<file path="config.mk">
export PLATFORM = sky130hd
export DESIGN_NAME = per_account_priority_mailbox_top
export DESIGN_NICKNAME = d
export VERILOG_FILES = /design/src/hw/rtl/pamb_pkg.sv /design/src/hw/rtl/pamb_acct_cell.sv /design/src/hw/rtl/per_account_priority_mailbox_top.sv
export SDC_FILE = /design/constraint.sdc
export NUM_CORES = 2
export LEC_CHECK = 0
export ABC_AREA = 1
export BUFFER_PORTS_ARGS = -buffer_cell sky130_fd_sc_hd__buf_2
export CAP_MARGIN = 20
export CELL_PAD_IN_SITES_DETAIL_PLACEMENT = 2
export CELL_PAD_IN_SITES_GLOBAL_PLACEMENT = 2
export CORE_ASPECT_RATIO = 0.9
export CORE_MARGIN = 1.5
export CORE_UTILIZATION = 35
export DETAILED_ROUTE_END_ITERATION = 8
export HOLD_SLACK_MARGIN = 0.08
export PLACE_DENSITY_LB_ADDON = 0.25
export SLEW_MARGIN = 10
export SYNTH_ARGS = -nofsm -noshare
export SYNTH_HDL_FRONTEND = slang
export SYNTH_SLANG_ARGS = --single-unit
export TNS_END_PERCENT = 20
</file>
<file path="constraint.sdc">
create_clock -name clk_i -period 4.7 [get_ports clk_i]
set_input_delay 0.47 -clock clk_i [delete_from_list [all_inputs] [get_ports clk_i]]
set_output_delay 0.47 -clock clk_i [all_outputs]
set_load 0.005 [all_outputs]
</file>
<file path="src/hw/rtl/pamb_pkg.sv">
// ----------------------------------------------------------------------------
// pamb_pkg: shared types and constants of the per-account priority mailbox
// Sizes, status codes, operation codes and the account cell control bundle.
// ----------------------------------------------------------------------------
package pamb_pkg;

  localparam int ACCOUNTS = 16;
  localparam int MESSAGES = 64;
  localparam int ACC_W    = $clog2(ACCOUNTS);
  localparam int SLOT_W   = $clog2(MESSAGES);
  localparam int PTR_W    = $clog2(MESSAGES + 1);

  localparam logic [PTR_W-1:0] NIL      = PTR_W'(MESSAGES);
  localparam logic [3:0]       MAX_PRIO = 4'd9;

  localparam logic [1:0] FN_REGISTER = 2'd0;
  localparam logic [1:0] FN_DELIVER  = 2'd1;
  localparam logic [1:0] FN_REMOVE   = 2'd2;
  localparam logic [1:0] FN_FETCH    = 2'd3;

  localparam logic [3:0] ST_REGISTERED = 4'd0;
  localparam logic [3:0] ST_EXISTS     = 4'd1;
  localparam logic [3:0] ST_INVALID    = 4'd2;
  localparam logic [3:0] ST_DELIVERED  = 4'd3;
  localparam logic [3:0] ST_BADPRIO    = 4'd4;
  localparam logic [3:0] ST_MISSING    = 4'd5;
  localparam logic [3:0] ST_REMOVED    = 4'd6;
  localparam logic [3:0] ST_EMPTY      = 4'd7;
  localparam logic [3:0] ST_FETCHED    = 4'd8;
  localparam logic [3:0] ST_FULL       = 4'd9;

  // write bundle broadcast to every account cell; only the selected one acts
  typedef struct packed {
    logic [ACC_W-1:0] sel;
    logic             we;
    logic             valid;
    logic [15:0]      ident;
    logic             head_we;
    logic [PTR_W-1:0] head;
  } acct_ctl_t;

endpackage

</file>
<file path="src/hw/rtl/pamb_acct_cell.sv">
// ----------------------------------------------------------------------------
// pamb_acct_cell: one entry of the account table
// Holds valid, id and inbox head; compares the search id and passes the
// first-free token on to its right neighbor.
// ----------------------------------------------------------------------------
module pamb_acct_cell import pamb_pkg::*; (
  input  logic             clk_i,
  input  logic             rst_ni,
  input  logic [ACC_W-1:0] cell_idx_i,
  input  acct_ctl_t        ctl_i,
  input  logic [15:0]      srch_id_i,
  input  logic             free_in_i,
  output logic             free_out_o,
  output logic             take_o,
  output logic             hit_o,
  output logic [PTR_W-1:0] head_o
);

  logic             valid_q;
  logic [15:0]      ident_q;
  logic [PTR_W-1:0] head_q;
  logic             sel;

  assign sel        = (ctl_i.sel == cell_idx_i);
  assign hit_o      = valid_q && (ident_q == srch_id_i);
  assign take_o     = !valid_q && !free_in_i;
  assign free_out_o = free_in_i || !valid_q;
  assign head_o     = head_q;

  always_ff @(posedge clk_i or negedge rst_ni) begin
    if (!rst_ni) begin
      valid_q <= 1'b0;
      head_q  <= NIL;
    end else begin
      if (sel && ctl_i.we) begin
        valid_q <= ctl_i.valid;
      end
      if (sel && ctl_i.head_we) begin
        head_q <= ctl_i.head;
      end
    end
  end

  always_ff @(posedge clk_i) begin
    if (sel && ctl_i.we) begin
      ident_q <= ctl_i.ident;
    end
  end

endmodule

</file>
<file path="src/hw/rtl/per_account_priority_mailbox_top.sv">
// ----------------------------------------------------------------------------
// per_account_priority_mailbox_top: per-account priority mailbox
// Account table as a row of cells, message pool as linked lists in memory.
// ----------------------------------------------------------------------------
// One request at a time. Deliver, remove and fetch first search the account
// row. Deliver then pops the free list and walks the account's inbox past
// every message with priority not lower than the new one, then writes and
// links the new slot. Remove walks the whole inbox. The walk is set by the
// single read port of the slot memory, whose read data is registered:
// address, read and test are separate states for each message. A result
// sits in an output register; the next request is taken once the previous
// result has been handed over to that register, so a stalled receiver holds
// off the input.
// max_account_id lies at byte address 0 of the APB port.
// ----------------------------------------------------------------------------
module per_account_priority_mailbox_top import pamb_pkg::*; (
  input  logic        clk_i,
  input  logic        rst_ni,
  input  logic        psel,
  input  logic        penable,
  input  logic        pwrite,
  input  logic [1:0]  paddr,
  input  logic [31:0] pwdata,
  output logic [31:0] prdata,
  output logic        pready,
  input  logic        in_valid_i,
  output logic        in_stall_o,
  input  logic [1:0]  func_i,
  input  logic [15:0] account_id_i,
  input  logic [3:0]  priority_req_i,
  input  logic [15:0] message_handle_i,
  output logic        out_valid_o,
  input  logic        out_stall_i,
  output logic [3:0]  status_o,
  output logic [15:0] fetched_handle_o
);

  typedef enum logic [3:0] {
    S_IDLE, S_LOOK, S_DF_REQ, S_DF_CHK, S_DW_TEST, S_DW_REQ, S_DW_CHK,
    S_D_INS, S_D_LINK, S_RM_TEST, S_RM_REQ, S_RM_CHK, S_FT_REQ, S_FT_CHK,
    S_DONE
  } state_e;

  // config register
  logic [15:0] max_id_q;
  assign pready = 1'b1;
  assign prdata = (paddr == 2'd0) ? {16'd0, max_id_q} : 32'd0;

  always_ff @(posedge clk_i or negedge rst_ni) begin
    if (!rst_ni) begin
      max_id_q <= 16'd1023;
    end else if (psel && penable && pwrite && (paddr == 2'd0)) begin
      max_id_q <= pwdata[15:0];
    end
  end

  state_e           state_q;
  logic [1:0]       func_q;
  logic [15:0]      id_q;
  logic [3:0]       prio_q;
  logic [15:0]      msg_q;
  logic [ACC_W-1:0] acct_q;
  logic [PTR_W-1:0] ptr_q, cur_q, prev_q, slot_q, free_head_q;
  logic [3:0]       prev_prio_q;
  logic [3:0]       res_st_q;
  logic [15:0]      res_hdl_q;
  logic             out_valid_q;
  logic [3:0]       out_st_q;
  logic [15:0]      out_hdl_q;

  // account cell row
  acct_ctl_t        ctl;
  logic [ACCOUNTS:0] free_chain;
  logic [ACCOUNTS-1:0] hit, take;
  logic [PTR_W-1:0] head [ACCOUNTS];
  logic [ACC_W-1:0] hit_idx, take_idx;
  logic [PTR_W-1:0] hit_head;
  logic             hit_any;

  assign free_chain[0] = 1'b0;

  for (genvar k = 0; k < ACCOUNTS; k++) begin : g_cell
    pamb_acct_cell u_cell (
      .clk_i      (clk_i),
      .rst_ni     (rst_ni),
      .cell_idx_i (ACC_W'(k)),
      .ctl_i      (ctl),
      .srch_id_i  (id_q),
      .free_in_i  (free_chain[k]),
      .free_out_o (free_chain[k+1]),
      .take_o     (take[k]),
      .hit_o      (hit[k]),
      .head_o     (head[k])
    );
  end

  always_comb begin
    hit_idx  = '0;
    take_idx = '0;
    hit_head = '0;
    for (int k = 0; k < ACCOUNTS; k++) begin
      if (hit[k]) begin
        hit_idx  = hit_idx | ACC_W'(k);
        hit_head = hit_head | head[k];
      end
      if (take[k]) begin
        take_idx = take_idx | ACC_W'(k);
      end
    end
  end
  assign hit_any = |hit;

  // slot pool memory: handle, and {priority, next}
  logic [15:0]       hdl_mem [MESSAGES];
  logic [3:0]        prio_mem [MESSAGES];
  logic [PTR_W-1:0]  next_mem [MESSAGES];
  logic [MESSAGES-1:0] next_wr_q;  // next link written since reset
  logic              mem_we, hdl_we;
  logic [SLOT_W-1:0] waddr;
  logic [3:0]        wprio;
  logic [PTR_W-1:0]  wnext;
  logic [15:0]       rd_hdl_q;
  logic [3:0]        rd_prio_q;
  logic [PTR_W-1:0]  rd_next_q;
  logic              rd_nv_q;
  logic [SLOT_W-1:0] rd_addr_q;
  logic [PTR_W-1:0]  next_eff;

  always_ff @(posedge clk_i) begin
    if (mem_we) begin
      prio_mem[waddr] <= wprio;
      next_mem[waddr] <= wnext;
      if (hdl_we) begin
        hdl_mem[waddr] <= msg_q;
      end
    end
    rd_hdl_q  <= hdl_mem[ptr_q[SLOT_W-1:0]];
    rd_prio_q <= prio_mem[ptr_q[SLOT_W-1:0]];
    rd_next_q <= next_mem[ptr_q[SLOT_W-1:0]];
    rd_addr_q <= ptr_q[SLOT_W-1:0];
  end

  always_ff @(posedge clk_i or negedge rst_ni) begin
    if (!rst_ni) begin
      next_wr_q <= '0;
      rd_nv_q   <= 1'b0;
    end else begin
      if (mem_we) begin
        next_wr_q[waddr] <= 1'b1;
      end
      rd_nv_q <= next_wr_q[ptr_q[SLOT_W-1:0]];
    end
  end

  // unwritten links still follow the reset free-list chain
  assign next_eff = rd_nv_q ? rd_next_q : ({1'b0, rd_addr_q} + PTR_W'(1));

  // memory writes and cell writes per state
  always_comb begin
    mem_we = 1'b0;
    hdl_we = 1'b0;
    waddr  = '0;
    wprio  = '0;
    wnext  = '0;
    ctl    = '0;
    ctl.ident = id_q;
    case (state_q)
      S_LOOK: begin
        if (func_q == FN_REGISTER && id_q <= max_id_q && !hit_any
            && free_chain[ACCOUNTS]) begin
          ctl.sel     = take_idx;
          ctl.we      = 1'b1;
          ctl.valid   = 1'b1;
          ctl.head_we = 1'b1;
          ctl.head    = NIL;
        end
      end
      S_D_INS: begin
        mem_we = 1'b1;
        hdl_we = 1'b1;
        waddr  = slot_q[SLOT_W-1:0];
        wprio  = prio_q;
        wnext  = cur_q;
        if (prev_q == NIL) begin
          ctl.sel     = acct_q;
          ctl.head_we = 1'b1;
          ctl.head    = slot_q;
        end
      end
      S_D_LINK: begin
        mem_we = 1'b1;
        waddr  = prev_q[SLOT_W-1:0];
        wprio  = prev_prio_q;
        wnext  = slot_q;
      end
      S_RM_TEST: begin
        if (cur_q == NIL) begin
          ctl.sel     = acct_q;
          ctl.we      = 1'b1;
          ctl.valid   = 1'b0;
          ctl.head_we = 1'b1;
          ctl.head    = NIL;
        end
      end
      S_RM_CHK, S_FT_CHK: begin
        mem_we = 1'b1;
        waddr  = cur_q[SLOT_W-1:0];
        wprio  = rd_prio_q;
        wnext  = free_head_q;
        if (state_q == S_FT_CHK) begin
          ctl.sel     = acct_q;
          ctl.head_we = 1'b1;
          ctl.head    = next_eff;
        end
      end
      default: begin
      end
    endcase
  end

  // sequencer
  always_ff @(posedge clk_i or negedge rst_ni) begin
    if (!rst_ni) begin
      state_q     <= S_IDLE;
      free_head_q <= '0;
      out_valid_q <= 1'b0;
      ptr_q       <= '0;
    end else begin
      // drain the output register unless a new result loads it this cycle
      if (out_valid_q && !out_stall_i && state_q != S_DONE) begin
        out_valid_q <= 1'b0;
      end
      case (state_q)
        S_IDLE: begin
          if (in_valid_i) begin
            func_q  <= func_i;
            id_q    <= account_id_i;
            prio_q  <= priority_req_i;
            msg_q   <= message_handle_i;
            state_q <= S_LOOK;
          end
        end
        S_LOOK: begin
          acct_q    <= hit_idx;
          cur_q     <= hit_head;
          res_hdl_q <= '0;
          state_q   <= S_DONE;
          case (func_q)
            FN_REGISTER: begin
              if (id_q > max_id_q)            res_st_q <= ST_INVALID;
              else if (hit_any)               res_st_q <= ST_EXISTS;
              else if (!free_chain[ACCOUNTS]) res_st_q <= ST_FULL;
              else                            res_st_q <= ST_REGISTERED;
            end
            FN_DELIVER: begin
              if (id_q > max_id_q || !hit_any) res_st_q <= ST_MISSING;
              else if (prio_q > MAX_PRIO)      res_st_q <= ST_BADPRIO;
              else if (free_head_q == NIL)     res_st_q <= ST_FULL;
              else begin
                slot_q  <= free_head_q;
                ptr_q   <= free_head_q;
                state_q <= S_DF_REQ;
              end
            end
            FN_REMOVE: begin
              if (!hit_any) res_st_q <= ST_MISSING;
              else          state_q  <= S_RM_TEST;
            end
            default: begin
              if (id_q > max_id_q || !hit_any) res_st_q <= ST_MISSING;
              else if (hit_head == NIL)        res_st_q <= ST_EMPTY;
              else begin
                ptr_q   <= hit_head;
                state_q <= S_FT_REQ;
              end
            end
          endcase
        end
        S_DF_REQ: state_q <= S_DF_CHK;
        S_DF_CHK: begin
          free_head_q <= next_eff;
          prev_q      <= NIL;
          state_q     <= S_DW_TEST;
        end
        S_DW_TEST: begin
          if (cur_q == NIL) begin
            state_q <= S_D_INS;
          end else begin
            ptr_q   <= cur_q;
            state_q <= S_DW_REQ;
          end
        end
        S_DW_REQ: state_q <= S_DW_CHK;
        S_DW_CHK: begin
          if (rd_prio_q >= prio_q) begin
            prev_q      <= cur_q;
            prev_prio_q <= rd_prio_q;
            cur_q       <= next_eff;
            state_q     <= S_DW_TEST;
          end else begin
            state_q <= S_D_INS;
          end
        end
        S_D_INS: begin
          res_st_q <= ST_DELIVERED;
          state_q  <= (prev_q == NIL) ? S_DONE : S_D_LINK;
        end
        S_D_LINK: state_q <= S_DONE;
        S_RM_TEST: begin
          if (cur_q == NIL) begin
            res_st_q <= ST_REMOVED;
            state_q  <= S_DONE;
          end else begin
            ptr_q   <= cur_q;
            state_q <= S_RM_REQ;
          end
        end
        S_RM_REQ: state_q <= S_RM_CHK;
        S_RM_CHK: begin
          free_head_q <= cur_q;
          cur_q       <= next_eff;
          state_q     <= S_RM_TEST;
        end
        S_FT_REQ: state_q <= S_FT_CHK;
        S_FT_CHK: begin
          free_head_q <= cur_q;
          res_st_q    <= ST_FETCHED;
          res_hdl_q   <= rd_hdl_q;
          state_q     <= S_DONE;
        end
        S_DONE: begin
          // hand result to the output register once it is free
          if (!out_valid_q || !out_stall_i) begin
            out_valid_q <= 1'b1;
            out_st_q    <= res_st_q;
            out_hdl_q   <= res_hdl_q;
            state_q     <= S_IDLE;
          end
        end
        default: state_q <= S_IDLE;
      endcase
    end
  end

  assign in_stall_o       = (state_q != S_IDLE);
  assign out_valid_o      = out_valid_q;
  assign status_o         = out_st_q;
  assign fetched_handle_o = out_hdl_q;

  // only a fetch result carries a handle
  a_hdl_zero: assert property (@(posedge clk_i) disable iff (!rst_ni)
    (out_valid_o && status_o != ST_FETCHED) |-> fetched_handle_o == 16'd0)
    else $error("handle set on non-fetch result");

  a_free_range: assert property (@(posedge clk_i) disable iff (!rst_ni)
    free_head_q <= NIL)
    else $error("free head out of range");

  a_one_req: assert property (@(posedge clk_i) disable iff (!rst_ni)
    (in_valid_i && !in_stall_o) |=> in_stall_o)
    else $error("second request taken while busy");

  a_status_range: assert property (@(posedge clk_i) disable iff (!rst_ni)
    out_valid_o |-> status_o <= ST_FULL)
    else $error("status code out of range");

endmodule
</file>
Yosys cells after proc, flatten, opt, wreduce, memory -nomap -nowiden
Memory sizes are Yosys's and may differ from the RTL's. A register that Yosys moved wholly into a read port is not among the register bits.
Index checks and enable logic that the tools add are counted.
- add/sub/neg operators: 1
- $lt $le $gt $ge: 7
- eq/ne operators: 65
- muxes and demuxes: 112
- bitwise operators: 19
- reductions and logical operators: 153
- operator list (cell ; count):
    equality test 16 bit ; 16
    2-to-1 mux 7 bit ; 19
    bitwise OR 7 bit ; 15
    2-to-1 mux 4 bit ; 25
    logical AND 1 bit ; 72
    bitwise OR 64 bit ; 1
    equality test 4 bit (second input constant) ; 15
    case mux 4 bit (14 select lines) ; 1
    2-to-1 mux 6 bit ; 8
    case mux 7 bit (3 select lines) ; 2
    case mux 4 bit (3 select lines) ; 3
    zero test 1 bit ; 33
    2-to-1 mux 3 bit ; 11
    equality test 4 x 3 -> 1 bit (second input constant) ; 8
    2-to-1 mux 8 bit ; 4
    case mux 16 bit (2 select lines) ; 1
    case mux 4 bit (4 select lines) ; 2
    case mux 8 bit (4 select lines) ; 1
    equality test 7 bit (second input constant) ; 4
    case mux 7 bit (2 select lines) ; 2
    case mux 6 bit (2 select lines) ; 2
    2-to-1 mux 2 bit ; 10
    case mux 6 bit (3 select lines) ; 1
    logical OR 1 bit ; 17
    35 further kinds ; 84
- bits in registers: 596
- RAM bits: 1728
- bits of input ports: 79
- output and inout bits: 55
- word-level logic and storage cells: 432
- memories: 3
- memories (name ; depth ; bits a word ; read ports ; clocked after memory_dff ; wr ports ; RTL line ; source):
    hdl_mem ; 64 ; 16 ; 1 ; 1 ; 1 ; per_account_priority_mailbox_top.sv:114 ; logic [15:0] hdl_mem [MESSAGES];
    next_mem ; 64 ; 7 ; 1 ; 1 ; 1 ; per_account_priority_mailbox_top.sv:116 ; logic [PTR_W-1:0] next_mem [MESSAGES];
    prio_mem ; 64 ; 4 ; 1 ; 1 ; 1 ; per_account_priority_mailbox_top.sv:115 ; logic [3:0] prio_mem [MESSAGES];

Depth between registers and ports, before layout
- depth in word-level cells: 38
- depth in mapped cells: 22
- depth with buffers taken out: 20

Cells and area by module
From an unflattened synthesis, not the netlist that was laid out.
- cells, all modules: 8586
- area, all modules: 98238.0 um2
- by module, submodules not included (module ; times used ; cells an instance ; area an instance (um2) ; seq. area each (um2)):
    per_account_priority_mailbox_top ; 1 ; 6490 ; 79299.8 ; 58253.4
    pamb_acct_cell ; 16 ; 131 ; 1183.6 ; 681.9

Worst setup path before layout
No wires, ideal clock.
- path kind: reg2reg
- from: register state_q[2]
- to: memory next_mem[0][0] (netlist bit), data pin
- setup time: 702 ps
- arrival time: 3842 ps
- setup slack: 156 ps
- cell stages (with the launch flop): 9
- clock period less this slack: 4544 ps
- cell sequence: dfrtp_1 -> inv_2 -> nor2_1 -> inv_1 -> nor2_4 -> inv_2 -> clkbuf_1 -> clkbuf_1 -> o21ai_0
- word-level cells in the longest chain between the ends: 3
- elaborated cells between the ends (all ways): 6
- those cells by class: eq/ne: 4; mux: 1; reduce/logical: 1
- ends and longest elaborated chain (item ; RTL line ; source):
    start: declaration ; per_account_priority_mailbox_top.sv:57 ; state_e state_q;
    start signal: assignment ; per_account_priority_mailbox_top.sv:306 ; state_q <= (prev_q == NIL) ? S_DONE : S_D_LINK;
    equality test 4 bit ; per_account_priority_mailbox_top.sv:167 ; case (state_q)
    OR reduction 2 bit (no line) ; n/a ;
    case mux 7 bit (3 select lines) * ; per_account_priority_mailbox_top.sv:167 ;
    net wnext[0] ; per_account_priority_mailbox_top.sv:121 ; logic [PTR_W-1:0] wnext;
    end: declaration ; per_account_priority_mailbox_top.sv:116 ;
Mark *: on every way through the listed nets, which the timed path passes. The rest lies on a longest branch.

Worst setup path in the final report
- from: register state_q[3]
- to: memory hdl_mem[17][10] (enable)
- word-level cells in the longest chain between the ends: 5
- elaborated cells between the ends (all ways): 12
- those cells by class: eq/ne: 4; mux: 6; reduce/logical: 2
- ends and longest elaborated chain (item ; RTL line ; source):
    equality test 4 bit or equality test 4 x 3 -> 1 bit (tied branches) ; per_account_priority_mailbox_top.sv:167 ;
    OR reduction 4 bit (no line) or 2-to-1 mux 1 bit (tied branches) ; n/a ;
    2-to-1 mux 1 bit (on tied branches) ; per_account_priority_mailbox_top.sv:167, per_account_priority_mailbox_top.sv:133 ;
    2-to-1 mux 1 bit ; per_account_priority_mailbox_top.sv:130 ; if (mem_we) begin
    2-to-1 mux 1 bit (implied by the code) ; per_account_priority_mailbox_top.sv:134 ; hdl_mem[waddr] <= msg_q;
    end: declaration ; per_account_priority_mailbox_top.sv:114 ;
Parallel ways exist; a longest one is shown, timed or not.

==> run_results.csv <==
group,metric,value,unit
outcome,outcome,"complete, no violations",
global_routing,grt_busiest_layer,"met2",
cells_and_area,final_area,112000,um^2
global_routing,antenna_found_initial,14,
placement,dp_hpwl,220000,um
route,ant_nets,0,
global_routing,grt_pass1_wl,514000,um
synthesis,synth.most_common_cell,"edfxtp_1",
worst_setup_path,cp.required,5.21,ns
global_routing,grt_max_degree,132,
synthesis,synth_warnings,0,
floorplan,die_x,555,um
route,vias,68400,
worst_setup_path,critical_path_arrival,4.76,ns
timing,finalSetupTns,0,ns
synthesis,synthMuxAreaShare,0.000312,
global_routing,use_met2,0.411,
placement,placedInstanceArea,103000,um^2
placement,numPortBuffers,100,
pwr,p_leak,0.0392,uW
timing,slew_headroom,0.131,
timing,final.setup_skew,0.101,ns
cts,tritoncts,"built",
cts,numCtsBuffers,267,
pwr,powerDensity,541,nW/um^2
synthesis,synth_top_family_by_area,"compound AO/OA/AOI/OAI gates",
route,wl_per_cell,29.2,um
cells_and_area,drive_gt1_frac,0.133,
synthesis,synth-async-reset-ratio,0.0966,
synthesis,syn_inst,7996,
cells_and_area,utilization,0.409,
timing,fin_crit,4.25,ns
global_routing,gr-usage-met3,0.0333,
synthesis,netlist_area,96100,um^2
cts,clkLatencyLatePin,0.86,ns
synthesis,syn_avg_cell_area,12.0,um^2
route,routed_wl,354000,um
synthesis,synthAdderAreaFrac,0.00273,
synthesis,synth_area_leaders,"edfxtp_1 (65%), o21ai_0 (6.5%), nor2_1 (5.7%), dfrtp_1 (5.2%), o22ai_1 (3.0%)",
global_routing,use_met1,0.344,
cts,cts_setup_buffers,0,
cts,cts_hold_buffers,56,
cts,root_buffer,"clkbuf_16",
floorplan,placementRows,182,
hold_path,hold_path.class,"primary input to flop",
synthesis,yosys.area_share.xor_xnor,0.00556,
route,post-route-drc-count,0,
global_routing,grt_overflow_total,0,
floorplan,die_h,500,um
synthesis,yosys.area_share.simple,0.114,
global_routing,grt_pass1_vias,73700,
floorplan,initial_core_util,0.352,
timing,slew_viol_final,0,
floorplan,core_area,273000,um^2
worst_setup_path,worst-path-max-fanout,16,
worst_setup_path,path_class,"flop to flop",
synthesis,ys_seq_elements,2351,
run,cap_violations,0,
cts,clk_pin_slew_worst_paths,0.06,ns
synthesis,ys_types,66,
worst_setup_path,cp-end-kind,"flop",
floorplan,dieArea,278000,um^2
route,dr.pass1.iters,5,
global_routing,track_usage,0.250,
timing,setup_violations,0,
cells_and_area,area.growth.synth_to_final,16.2,%
timing,grt_setup_unrepaired,"false",
synthesis,synth_seq_area_share,0.719,
timing,fmax,235,MHz
worst_setup_path,crit_path_start_kind,"flop",
timing,worst_slack,0.446,ns
synthesis,yosysTopAreaCell,"edfxtp_1",
synthesis,synth_edf_count,2091,
floorplan,ios,134,
timing,period_share,0.905,
timing,tightest_slew,1.28,ns
timing,hold_violations,0,
cts,clk_path_buf_depth,4,
synthesis,synthFlopType,"edfxtp_1",
pwr,vdd_drop_max,276,uV
cts,cts_resized,0,
synthesis,synth_top_area_frac,0.653,
synthesis,synth-compound-area-share,0.122,
cells_and_area,final_nets,8401,
cts,cts.sinks,2351,
route,vias_per_cell,5.66,
cts,cts-htree-levels,5,
timing,fin_hold_ws,0.212,ns
placement,gp_congestion,0.822,
synthesis,synth_commonest_cells,"edfxtp_1 (2091), nor2_1 (1459), o21ai_0 (1254)",
route,dr.first_iter.drc_count,6235,
placement,dp_slack,0.595,ns
[through the flow]
step                      std cells  power, uW
final                         12100      60400
after global routing          12100      62600
after CTS                     12100      60700
after detailed placement      11600      40200
after global placement        11600      39500
after floorplan                8011      32800
[worst max-delay path, stage by stage, from the launching register on]
cell and delay [ns]:
dfrtp_1 0.43, inv_1 0.10, nor2_1 0.05, inv_1 0.14
nor2_1 0.07, nor2_1 0.11, buf_4 0.27, clkinv_1 0.44
nand2_1 0.23, nand3_1 0.22, nor2_1 0.31, nand2_2 0.49
buf_4 0.42, nor3_2 0.21, buf_4 0.38
[metal layers]
metal / vias to the layer above / wire [um]
met5: - / 27
met4: 4 / 10700
met3: 529 / 19200
met2: 1935 / 168000
met1: 36400 / 156000
li1: 29500 / -
[path summary, 6_finish.rpt]
path	start	to	slack (ns)	cells past startpoint
max reg2reg	state_q[3]	hdl_mem[17][10]	0.45	14
max in group asynchronous	rst_ni	g_cell[2].u_cell.head_o[1]	3.02	3
min reg2reg	res_hdl_q[2]	fetched_handle_o[2]	0.43	0
max	state_q[3]	hdl_mem[17][10]	0.45	14
min in group asynchronous	rst_ni	max_id_q[15]	0.22	2
min	penable	max_id_q[8]	0.21	5
[logic make-up after synthesis]
group	Yosys count
AO/OA/AOI/OAI	2098
buffers and inverters	824
other	2
adder cells (fa/ha/maj)	21
flip-flops	2351
XOR/XNOR	61
AND/OR/NAND/NOR	2636
multiplexers	3
[sequential cells by signal, summed over array words and instances (netlist names), 64 cells and up]
signal and cells:
g_cell.u_cell.ident_q 256, next_mem 448, prio_mem 256, next_wr_q 64, hdl_mem 1024, g_cell.u_cell.head_o 112
[report_power, final]
part	switching, uW	internal, uW	total [uW]
Combinational	11300	3730	15100
Sequential	627	24400	25000
Clock	8670	11600	20300
[cell usage in the layout (no fill, tap or decap), types with 51 or more instances in the layout]
master            n
o22ai_1         463
nor2_1         1447
buf_4           327
a21oi_1          51
o221ai_1         67
dlygate4sd3_1    56
nand3_1          97
inv_1           280
buf_2            99
clkbuf_1         70
nand4_1         107
edfxtp_1       2091
nor3_2           58
dfrtp_1         196
nand2_1         758
o21ai_0        1249
clkbuf_16       277
o21ai_1         130
[area by class of cell]
cell class | instances | area (um^2)
inverter | 316 | 1230
timing repair buffer | 529 | 4470
antenna | 3 | 7.51
fill | 27500 | 162000
tap | 3588 | 4490
multi-input combinational | 4836 | 24100
sequential | 2351 | 69200
clock buffer | 367 | 7470
clock inverter | 106 | 822
Power figures use the tool's default switching activity.
